--- config.mk ---
export PLATFORM = sky130hd
export DESIGN_NAME = query_language_tokenizer
export DESIGN_NICKNAME = d
export VERILOG_FILES = /design/src/design/qlt_pkg.sv /design/src/design/qlt_lexer.sv /design/src/design/qlt_tok_queue.sv /design/src/design/query_language_tokenizer.sv
export VERILOG_INCLUDE_DIRS = /design/src /design/src/design
export SDC_FILE = /design/constraint.sdc
export NUM_CORES = 1
export LEC_CHECK = 0
export ABC_CLOCK_PERIOD_IN_PS = 7000
export BUFFER_PORTS_ARGS = -buffer_cell sky130_fd_sc_hd__buf_2
export CAP_MARGIN = 20
export CORE_MARGIN = 2
export CORE_UTILIZATION = 52
export DETAILED_ROUTE_END_ITERATION = 16
export GPL_TIMING_DRIVEN = 0
export PLACE_DENSITY = 0.74
export RECOVER_POWER = 50
export SLEW_MARGIN = 20
export SYNTH_ARGS = -nofsm -noshare
export SYNTH_HDL_FRONTEND = slang
export SYNTH_SLANG_ARGS = --single-unit
--- constraint.sdc ---
create_clock -name clk -period 7 [get_ports clk]
set_clock_uncertainty 0.05 [all_clocks]
set_input_delay 0.7 -clock clk [delete_from_list [all_inputs] [get_ports clk]]
set_output_delay 0.7 -clock clk [all_outputs]
set_load 0.03 [all_outputs]
--- src/design/query_language_tokenizer_defines.svh ---
// assertion macros for the query language tokenizer
`ifndef QUERY_LANGUAGE_TOKENIZER_DEFINES_SVH
`define QUERY_LANGUAGE_TOKENIZER_DEFINES_SVH

`ifndef SYNTHESIS
// same-cycle implication, checked out of reset
`define QLT_ASSERT_NOW(lbl, clk, rst_n, ante, cons, msg) \
	lbl: assert property (@(posedge clk) disable iff (!rst_n) (ante) |-> (cons)) \
		else $error(msg);
// next-cycle implication, checked out of reset
`define QLT_ASSERT_NEXT(lbl, clk, rst_n, ante, cons, msg) \
	lbl: assert property (@(posedge clk) disable iff (!rst_n) (ante) |=> (cons)) \
		else $error(msg);
`else
`define QLT_ASSERT_NOW(lbl, clk, rst_n, ante, cons, msg)
`define QLT_ASSERT_NEXT(lbl, clk, rst_n, ante, cons, msg)
`endif

`endif

--- src/design/qlt_pkg.sv ---
// shared types, token codes and keyword table of the query language tokenizer
package qlt_pkg;

	localparam int KW_CHARS = 8;
	localparam int POS_W = 16;
	localparam int KW_IDX_W = (KW_CHARS > 1) ? $clog2(KW_CHARS) : 1;
	localparam int KW_COUNT = 22;
	localparam int KW_TEXT_CHARS = 8;
	localparam logic [POS_W-1:0] POS_MAX = {POS_W{1'b1}};

	localparam logic [5:0] K_DOT     = 6'd0;
	localparam logic [5:0] K_SLASH   = 6'd1;
	localparam logic [5:0] K_COMMA   = 6'd2;
	localparam logic [5:0] K_LPAREN  = 6'd3;
	localparam logic [5:0] K_RPAREN  = 6'd4;
	localparam logic [5:0] K_LT      = 6'd5;
	localparam logic [5:0] K_LE      = 6'd6;
	localparam logic [5:0] K_GT      = 6'd7;
	localparam logic [5:0] K_GE      = 6'd8;
	localparam logic [5:0] K_EQ      = 6'd9;
	localparam logic [5:0] K_NE      = 6'd10;
	localparam logic [5:0] K_STRING  = 6'd11;
	localparam logic [5:0] K_NUMBER  = 6'd12;
	localparam logic [5:0] K_IDENT   = 6'd13;
	localparam logic [5:0] K_KW0     = 6'd14;
	localparam logic [5:0] K_INVALID = 6'd36;
	localparam logic [5:0] K_END     = 6'd37;

	typedef enum logic [2:0] {
		M_IDLE,
		M_IDENT,
		M_NUMBER,
		M_STRING,
		M_LT,
		M_GT,
		M_BANG
	} mode_t;

	typedef logic [KW_CHARS-1:0][6:0] kw_arr_t;

	typedef struct packed {
		logic [5:0]  kind;
		logic [15:0] start;
		logic [15:0] len;
		logic        last;
	} tok_t;

	typedef struct packed {
		logic [1:0] n;
		tok_t       t0;
		tok_t       t1;
	} push_t;

	// keyword text, left aligned and padded with spaces
	function automatic logic [8*KW_TEXT_CHARS-1:0] kw_text(input int k);
		case (k)
			0:  kw_text = "SELECT  ";
			1:  kw_text = "FROM    ";
			2:  kw_text = "WHERE   ";
			3:  kw_text = "AND     ";
			4:  kw_text = "OR      ";
			5:  kw_text = "ORDER   ";
			6:  kw_text = "BY      ";
			7:  kw_text = "LIMIT   ";
			8:  kw_text = "ASC     ";
			9:  kw_text = "DESC    ";
			10: kw_text = "IS      ";
			11: kw_text = "NOT     ";
			12: kw_text = "NULL    ";
			13: kw_text = "LIKE    ";
			14: kw_text = "SET     ";
			15: kw_text = "SHOW    ";
			16: kw_text = "XSD     ";
			17: kw_text = "DEST    ";
			18: kw_text = "GENERATE";
			19: kw_text = "XML     ";
			20: kw_text = "PREFIX  ";
			21: kw_text = "CHECK   ";
			default: kw_text = "        ";
		endcase
	endfunction

	function automatic logic [3:0] kw_len(input int k);
		case (k)
			0, 20:                kw_len = 4'd6;
			1, 9, 12, 13, 15, 17: kw_len = 4'd4;
			2, 5, 7, 21:          kw_len = 4'd5;
			3, 8, 11, 14, 16, 19: kw_len = 4'd3;
			4, 6, 10:             kw_len = 4'd2;
			18:                   kw_len = 4'd8;
			default:              kw_len = 4'd0;
		endcase
	endfunction

	// parallel compare of the held characters against every keyword
	function automatic logic [5:0] kw_match(input kw_arr_t chars, input logic [POS_W-1:0] len);
		logic [8*KW_TEXT_CHARS-1:0] w;
		logic [3:0] l;
		logic hit;
		logic [5:0] res;
		res = K_IDENT;
		for (int k = 0; k < KW_COUNT; k++) begin
			w = kw_text(k);
			l = kw_len(k);
			hit = (len == POS_W'(l));
			for (int i = 0; i < KW_TEXT_CHARS; i++) begin
				if ((i < int'(l)) && (i < KW_CHARS)) begin
					if (chars[KW_IDX_W'(i)] != w[(KW_TEXT_CHARS-1-i)*8 +: 7])
						hit = 1'b0;
				end
			end
			if (hit)
				res = K_KW0 + 6'(k);
		end
		return res;
	endfunction

	// position or length value as a 16 bit field
	function automatic logic [15:0] to_field(input logic [POS_W-1:0] v);
		logic [POS_W+15:0] ext;
		ext = {16'b0, v};
		return ext[15:0];
	endfunction

	function automatic logic [POS_W-1:0] sat_inc(input logic [POS_W-1:0] v);
		return (v == POS_MAX) ? v : v + POS_W'(1);
	endfunction

endpackage

--- src/design/qlt_lexer.sv ---
// lexer state and the per-byte token logic
module qlt_lexer (
	input  logic              clk,
	input  logic              arst_n,
	input  logic              en,
	input  logic              cmd,
	input  logic [7:0]        ch,
	output qlt_pkg::push_t    push
);

	qlt_pkg::mode_t              mode_q, mode_d;
	logic                        dq_q, dq_d;
	logic [qlt_pkg::POS_W-1:0]   start_q, start_d;
	logic [qlt_pkg::POS_W-1:0]   len_q, len_d;
	logic [qlt_pkg::POS_W-1:0]   pos_q, pos_d;
	logic                        long_q, long_d;
	qlt_pkg::kw_arr_t            kw_q, kw_d;

	logic        is_digit, is_alpha, is_space, is_ident;
	logic [6:0]  upper;
	logic [5:0]  ident_kind;
	qlt_pkg::tok_t ta, tb, tc;
	logic        va, vb, vc, consumed;

	assign is_digit = (ch >= "0") && (ch <= "9");
	assign is_alpha = ((ch >= "a") && (ch <= "z")) || ((ch >= "A") && (ch <= "Z"));
	assign is_space = (ch == " ") || ((ch >= 8'd9) && (ch <= 8'd13));
	assign is_ident = is_alpha || is_digit || (ch == "_");
	assign upper    = ((ch >= "a") && (ch <= "z")) ? 7'(ch - 8'd32) : ch[6:0];

	assign ident_kind = (long_q || (len_q > qlt_pkg::POS_W'(qlt_pkg::KW_CHARS))) ?
		qlt_pkg::K_IDENT : qlt_pkg::kw_match(kw_q, len_q);

	always_comb begin
		mode_d   = mode_q;
		dq_d     = dq_q;
		start_d  = start_q;
		len_d    = len_q;
		pos_d    = pos_q;
		long_d   = long_q;
		kw_d     = kw_q;
		consumed = 1'b0;
		va = 1'b0;
		vc = 1'b0;
		ta = '0;
		tc = '0;

		// token that the current mode flushes
		vb = (mode_q != qlt_pkg::M_IDLE);
		tb = '0;
		tb.start = qlt_pkg::to_field(start_q);
		tb.len   = qlt_pkg::to_field(len_q);
		case (mode_q)
			qlt_pkg::M_IDENT:  tb.kind = ident_kind;
			qlt_pkg::M_NUMBER: tb.kind = qlt_pkg::K_NUMBER;
			qlt_pkg::M_STRING: tb.kind = qlt_pkg::K_INVALID;
			qlt_pkg::M_LT: begin
				tb.kind = qlt_pkg::K_LT;
				tb.len  = 16'd1;
			end
			qlt_pkg::M_GT: begin
				tb.kind = qlt_pkg::K_GT;
				tb.len  = 16'd1;
			end
			qlt_pkg::M_BANG: begin
				tb.kind = qlt_pkg::K_INVALID;
				tb.len  = 16'd1;
			end
			default: tb.kind = qlt_pkg::K_INVALID;
		endcase

		if (cmd) begin
			vc       = 1'b1;
			tc.kind  = qlt_pkg::K_END;
			tc.start = qlt_pkg::to_field(pos_q);
			tc.len   = 16'd0;
			mode_d   = qlt_pkg::M_IDLE;
			pos_d    = '0;
		end else begin
			case (mode_q)
				qlt_pkg::M_STRING: begin
					consumed = 1'b1;
					if (ch == (dq_q ? 8'h22 : 8'h27)) begin
						va       = 1'b1;
						ta.kind  = qlt_pkg::K_STRING;
						ta.start = qlt_pkg::to_field(start_q);
						ta.len   = qlt_pkg::to_field(len_q);
						mode_d   = qlt_pkg::M_IDLE;
					end else begin
						len_d = qlt_pkg::sat_inc(len_q);
					end
				end
				qlt_pkg::M_IDENT: begin
					if (is_ident) begin
						consumed = 1'b1;
						if (len_q < qlt_pkg::POS_W'(qlt_pkg::KW_CHARS))
							kw_d[len_q[qlt_pkg::KW_IDX_W-1:0]] = upper;
						else
							long_d = 1'b1;
						len_d = qlt_pkg::sat_inc(len_q);
					end
				end
				qlt_pkg::M_NUMBER: begin
					if (is_digit || (ch == ".")) begin
						consumed = 1'b1;
						len_d    = qlt_pkg::sat_inc(len_q);
					end
				end
				qlt_pkg::M_LT, qlt_pkg::M_GT, qlt_pkg::M_BANG: begin
					if (ch == "=") begin
						consumed = 1'b1;
						va       = 1'b1;
						ta.start = qlt_pkg::to_field(start_q);
						ta.len   = 16'd2;
						if (mode_q == qlt_pkg::M_LT)
							ta.kind = qlt_pkg::K_LE;
						else if (mode_q == qlt_pkg::M_GT)
							ta.kind = qlt_pkg::K_GE;
						else
							ta.kind = qlt_pkg::K_NE;
						mode_d = qlt_pkg::M_IDLE;
					end
				end
				default: ;
			endcase

			if (consumed) begin
				vb = 1'b0;
			end else begin
				// flush, then treat the byte as the first of a new token
				mode_d   = qlt_pkg::M_IDLE;
				tc.start = qlt_pkg::to_field(pos_q);
				tc.len   = 16'd1;
				tc.kind  = qlt_pkg::K_INVALID;
				if (!is_space) begin
					case (ch)
						".": begin
							vc      = 1'b1;
							tc.kind = qlt_pkg::K_DOT;
						end
						"/": begin
							vc      = 1'b1;
							tc.kind = qlt_pkg::K_SLASH;
						end
						",": begin
							vc      = 1'b1;
							tc.kind = qlt_pkg::K_COMMA;
						end
						"(": begin
							vc      = 1'b1;
							tc.kind = qlt_pkg::K_LPAREN;
						end
						")": begin
							vc      = 1'b1;
							tc.kind = qlt_pkg::K_RPAREN;
						end
						"=": begin
							vc      = 1'b1;
							tc.kind = qlt_pkg::K_EQ;
						end
						"<": begin
							mode_d  = qlt_pkg::M_LT;
							start_d = pos_q;
							len_d   = '0;
						end
						">": begin
							mode_d  = qlt_pkg::M_GT;
							start_d = pos_q;
							len_d   = '0;
						end
						"!": begin
							mode_d  = qlt_pkg::M_BANG;
							start_d = pos_q;
							len_d   = '0;
						end
						8'h22, 8'h27: begin
							mode_d  = qlt_pkg::M_STRING;
							start_d = pos_q;
							len_d   = '0;
							dq_d    = (ch == 8'h22);
						end
						default: begin
							if (is_digit) begin
								mode_d  = qlt_pkg::M_NUMBER;
								start_d = pos_q;
								len_d   = qlt_pkg::POS_W'(1);
							end else if (is_alpha || (ch == "_")) begin
								mode_d   = qlt_pkg::M_IDENT;
								start_d  = pos_q;
								len_d    = qlt_pkg::POS_W'(1);
								long_d   = 1'b0;
								kw_d[0]  = upper;
							end else begin
								vc = 1'b1;
							end
						end
					endcase
				end
			end
			pos_d = qlt_pkg::sat_inc(pos_q);
		end

		// at most two tokens: a consumed-byte token alone, or flush then new or end
		push.t0 = va ? ta : (vb ? tb : tc);
		push.t1 = tc;
		push.n  = va ? 2'd1 : (2'({1'b0, vb}) + 2'({1'b0, vc}));
		push.t0.last = (push.n == 2'd1);
		push.t1.last = 1'b1;
	end

	always_ff @(posedge clk or negedge arst_n) begin
		if (!arst_n) begin
			mode_q  <= qlt_pkg::M_IDLE;
			dq_q    <= 1'b0;
			start_q <= '0;
			len_q   <= '0;
			pos_q   <= '0;
			long_q  <= 1'b0;
		end else if (en) begin
			mode_q  <= mode_d;
			dq_q    <= dq_d;
			start_q <= start_d;
			len_q   <= len_d;
			pos_q   <= pos_d;
			long_q  <= long_d;
		end
	end

	// keyword characters are only read below the written length
	always_ff @(posedge clk) begin
		if (en)
			kw_q <= kw_d;
	end

endmodule

--- src/design/qlt_tok_queue.sv ---
// three-entry token queue, head entry drives the output channel
module qlt_tok_queue (
	input  logic            clk,
	input  logic            arst_n,
	input  logic            push_en,
	input  qlt_pkg::push_t  push,
	output logic [1:0]      room,
	output logic            out_valid,
	input  logic            out_ready,
	output qlt_pkg::tok_t   head
);

	localparam int DEPTH = 3;

	qlt_pkg::tok_t        q_q [DEPTH];
	qlt_pkg::tok_t        q_d [DEPTH];
	logic [1:0]           count_q, count_d;
	logic                 pop;
	logic [2:0]           base;
	logic [2:0]           grow;

	assign out_valid = (count_q != 2'd0);
	assign pop       = out_valid && out_ready;
	assign head      = q_q[0];
	assign base      = 3'(count_q) - 3'(pop);
	assign room      = 2'(3'(DEPTH) - base);
	assign grow      = push_en ? 3'(push.n) : 3'd0;
	assign count_d   = 2'(base + grow);

	always_comb begin
		for (int i = 0; i < DEPTH; i++) begin
			if (pop && (i < DEPTH - 1))
				q_d[i] = q_q[i+1];
			else
				q_d[i] = q_q[i];
			if (push_en && (push.n != 2'd0) && (base == 3'(i)))
				q_d[i] = push.t0;
			if (push_en && (push.n == 2'd2) && ((base + 3'd1) == 3'(i)))
				q_d[i] = push.t1;
		end
	end

	always_ff @(posedge clk or negedge arst_n) begin
		if (!arst_n)
			count_q <= 2'd0;
		else
			count_q <= count_d;
	end

	always_ff @(posedge clk) begin
		for (int i = 0; i < DEPTH; i++)
			q_q[i] <= q_d[i];
	end

endmodule

--- src/design/query_language_tokenizer.sv ---
// top level of the query language tokenizer
// Streaming lexer for a small SQL-like query language.
// Input channel (in_valid/in_ready): one item per byte of text with cmd = 0
// and the byte in ch, then one item with cmd = 1 to end the text.
// Output channel (out_valid/out_ready): tokens as kind, start_res, length;
// last marks the final token caused by one input item.
// An accepted item is held in the input register until its tokens fit in
// the token queue; they are then written into the queue, and the first
// one is presented on the output from the queue's head entry.
// Throughput: one item per cycle while the output is taken every cycle;
// an item that yields two tokens (flush plus new token, or flush plus end)
// needs two transfers on the single output port of the three-entry token
// queue.
// A stalled receiver fills the queue; the input register then holds its
// item and in_ready drops, with nothing lost.
// Reset: lexer idle, byte position zero, queue and input register empty.
// After the end item the next byte starts a new text at offset zero.
`include "query_language_tokenizer_defines.svh"

module query_language_tokenizer (
	input  logic        clk,
	input  logic        arst_n,
	input  logic        in_valid,
	output logic        in_ready,
	input  logic        cmd,
	input  logic [7:0]  ch,
	output logic        out_valid,
	input  logic        out_ready,
	output logic [5:0]  kind,
	output logic [15:0] start_res,
	output logic [15:0] length,
	output logic        last
);

	logic           valid_s1;
	logic           cmd_s1;
	logic [7:0]     ch_s1;
	logic           take;
	logic [1:0]     room;
	qlt_pkg::push_t push;
	qlt_pkg::tok_t  head;

	// item leaves the input register once its tokens fit in the queue
	assign take     = valid_s1 && (push.n <= room);
	assign in_ready = !valid_s1 || take;

	always_ff @(posedge clk or negedge arst_n) begin
		if (!arst_n)
			valid_s1 <= 1'b0;
		else if (in_valid && in_ready)
			valid_s1 <= 1'b1;
		else if (take)
			valid_s1 <= 1'b0;
	end

	always_ff @(posedge clk) begin
		if (in_valid && in_ready) begin
			cmd_s1 <= cmd;
			ch_s1  <= ch;
		end
	end

	qlt_lexer u_lexer (
		.clk    (clk),
		.arst_n (arst_n),
		.en     (take),
		.cmd    (cmd_s1),
		.ch     (ch_s1),
		.push   (push)
	);

	qlt_tok_queue u_queue (
		.clk       (clk),
		.arst_n    (arst_n),
		.push_en   (take),
		.push      (push),
		.room      (room),
		.out_valid (out_valid),
		.out_ready (out_ready),
		.head      (head)
	);

	assign kind      = head.kind;
	assign start_res = head.start;
	assign length    = head.len;
	assign last      = head.last;

	`QLT_ASSERT_NOW(a_end_is_last, clk, arst_n, take && cmd_s1, (push.n == 2'd1 && push.t0.kind == qlt_pkg::K_END) || (push.n == 2'd2 && push.t1.kind == qlt_pkg::K_END), "end item must close with an end token")
	`QLT_ASSERT_NOW(a_no_early_end, clk, arst_n, take && (push.n == 2'd2), push.t0.kind != qlt_pkg::K_END, "end token ahead of another token")
	`QLT_ASSERT_NEXT(a_input_held, clk, arst_n, in_valid && in_ready, valid_s1, "accepted item missing from input register")

endmodule

==> results_dict.tcl <==
set metrics [dict create \
    grt_pass1_vias 9934 \
    maxCapViolCount 1 \
    end_kind "register" \
    power.leakage_nw 5.05 \
    grt_max_degree 57 \
    synth_area_mm2 0.0123 \
    critical_path_required_ns 7.35 \
    rsz0062_at_grt "no" \
    gp_congestion 1.01 \
    setup_violations 0 \
    drive_gt1_share_pct 11.7 \
    htreeDepth 1 \
    min_period_ns 6.54 \
    cp.arrival_ns 6.89 \
    power_density_mw_per_mm2 454 \
    ys_async_sr_fraction_pct 26.7 \
    antenna_found_initial 0 \
    cts_hold_buf 0 \
    chipWidth_um 158 \
    hp-class "in2reg" \
    hold_violations 0 \
    muxShareOfSynthArea_pct 3.75 \
    grt_overflow 0 \
    die_h_um 158 \
    synth_xor_area_share_pct 1.14 \
    cts.sinks 210 \
    synth_top_family_by_area "simple AND/OR/NAND/NOR gates" \
    layout_commonest_cell "nand2_1" \
    totalPowerFinal_mw 6.20 \
    stdcell_area_mm2 0.0137 \
    routed_via_density 6.31 \
    synth_fa_ha_area_share_pct 1.32 \
    post_cts_buffers 0 \
    synthFlopType "edfxtp_1" \
    layout.nets 1395 \
    synthCells 1291 \
    dpl_cell_area_mm2 0.0130 \
    ys_types 98 \
    dpl.hpwl_um 25600 \
    ys_seq_area_share_pct 44.7 \
    cts_tree "built" \
    vias 10800 \
    synth_edf_count 103 \
    cts_buffers 23 \
    ant_nets 0 \
    fillers 2110 \
    fmax_mhz 153 \
    start_util_pct 52.7 \
    grt_pass1_wl_um 54100 \
    crit_type "reg2reg" \
    final_max_slew_viol_count 57 \
    ir_drop_mv 0.289 \
    tightest_slew_ns 3.11 \
    setup_tns_ns 0 \
    drc 0 \
    io_pins 54 \
    yosys.area_share.simple_pct 22.9 \
    outcome "complete, but fails checks" \
    slew_headroom_pct -108 \
    layoutNonFillerInstCount 1705 \
    critPathLaunchType "register" \
    synth_compound_gate_area_share_pct 19.8 \
    die_area_mm2 0.0250 \
    cp_max_fo 11 \
    post_drt_wl_per_cell_um 20.0 \
    clk_pin_slew_ns 0.06 \
    period_share_pct 93.4 \
    synthesis.nets 1317 \
    routed_wl_um 34200 \
    firstDrtPassIters 7 \
    cts_root_buf "clkbuf_16" \
    synth_warnings 0 \
    synthToLayoutAreaGrowth_pct 10.9 \
    clk_path_buf_depth 3 \
    numPortBuffers 53 \
    fp.coreArea_mm2 0.0234 \
    clk_latency_ns 0.53 \
    num_antenna_cells 0 \
    ys_ff_latch 210 \
    drtIter0Drc 1017 \
    violations "capacitance limit, slew limit" \
    hold_slack_ns 0.298 \
    row_count 56 \
    final_cell_mix "148 x nand2_1, 106 x clkbuf_1, 103 x edfxtp_1, 81 x nor2_1, 64 x o21ai_0" \
    grt_usage_pct 27.2 \
    synth_area_per_cell_um2 9.55 \
    place_inst 1663 \
]
-- per-layer routing --
metal,vias to the layer above,global-route usage [%],share of wire (%)
met4,0,7.72,2.8
met2,511,44.2,46
li1,5042,-,-
met3,85,3.23,7.6
met1,5128,38.6,44
met5,-,0,0
-- what timing repair did --
| action | CTS | global route |
|---|---|---|
| resized for setup | 0 | 1 |
| hold endpoints to repair | 0 | 0 |
| setup endpoints to repair | 0 | 22 |
-- cells by family (layout without fill, tap and decap cells) --
family	after synthesis	after routing
adder cells (fa/ha/maj)	13	13
multiplexers	43	43
flip-flops	210	210
AO/OA/AOI/OAI	332	332
AND/OR/NAND/NOR	522	522
buffers and inverters	155	250
XOR/XNOR	16	16
-- state kept, by name, indices dropped and copies added (netlist names), 2 cells and up --
register	flops
u_queue.q_q	117
u_lexer.kw_q	28
u_lexer.len_q	16
u_lexer.pos_q	16
u_lexer.start_q	16
ch_s1	8
u_lexer.mode_q	3
u_queue.count_q	2
-- synth_stat cells (9+ instances only) --
master	instances	area share [%]
a211oi_1	18	1.1
xor2_1	10	0.71
ha_1	13	1.3
buf_2	25	1.0
o21ai_0	62	2.5
o22ai_1	23	1.2
nor2_1	81	2.5
nand2b_1	9	0.46
mux2_1	10	0.91
a22oi_4	10	1.7
and3b_1	12	0.85
o2bb2ai_1	18	1.3
clkbuf_1	55	1.7
buf_4	41	2.5
a31oi_1	13	0.66
o21ai_1	40	1.6
and3_1	31	1.6
nor3b_1	15	0.91
nor2b_1	16	0.81
mux2_2	16	1.5
nor4_1	35	1.8
nand4_1	45	2.3
edfxtp_1	103	25
and2_1	9	0.46
inv_1	23	0.70
dfxtp_1	51	8.3
nand3_1	44	1.8
a32oi_1	34	2.4
dfrtp_1	56	11
mux2i_1	17	1.4
nand2_1	148	4.5
nor3_1	21	0.85
a21oi_1	38	1.5
-- where the power goes --
part	internal (mW)	switching, mW
sequential	1.84	0.224
clock	0.684	0.498
combinational	0.954	2.01
total	3.47	2.73
-- worst paths after layout --
kind | slack, ns | cells past startpoint | from | end
setup / recovery | 0.46 | 21 | ch_s1[0] | u_lexer.start_q[5]
hold / removal | 0.30 | 1 | ch[6] | ch_s1[6]
setup reg to reg | 0.46 | 21 | ch_s1[0] | u_lexer.start_q[5]
hold reg to reg | 0.41 | 1 | u_queue.q_q[0][93] | u_queue.q_q[0][93]
max in group asynchronous | 3.97 | 1 | arst_n | u_lexer.start_q[0]
min in group asynchronous | 1.14 | 1 | arst_n | u_lexer.len_q[9]
-- worst max-delay path: stages (launching register included) --
cell	delay, ns
edfxtp_1	0.56
or4_1	0.65
a21oi_1	0.30
a211oi_4	0.13
o31ai_4	0.39
nand2_1	0.17
o21ai_0	0.24
ha_1	0.28
inv_1	0.12
nor2_1	0.16
ha_1	0.26
nor2b_1	0.13
o21ai_0	0.53
and2_0	0.21
clkbuf_1	0.37
nand2_1	0.31
inv_1	0.30
nand3_1	0.35
nand2b_1	0.26
buf_2	0.17
buf_6	0.16
mux2_1	0.31
-- per-stage QoR --
step | util [%] | setup slack [ns]
6_report | 58.4 | 0.464
5_1_grt | 58.4 | 0.0669
4_1_cts | 58.7 | 0.429
3_5_place_dp | 55.6 | 0.450
3_3_place_gp | 55.5 | 0.513
2_1_floorplan | - | 1.95
-- cell type report --
type / instances / area, um2 / share of cell area, %
Sequential cell: 210 / 5520 / 40.4
Timing Repair Buffer: 53 / 213 / 1.56
Multi-Input combinational cell: 926 / 6020 / 44.0
Buffer: 130 / 694 / 5.08
Clock buffer: 28 / 594 / 4.35
Inverter: 25 / 93.8 / 0.687
Clock inverter: 14 / 138 / 1.01
Tap cell: 319 / 399 / 2.92
(Power assumes the default switching activity.)
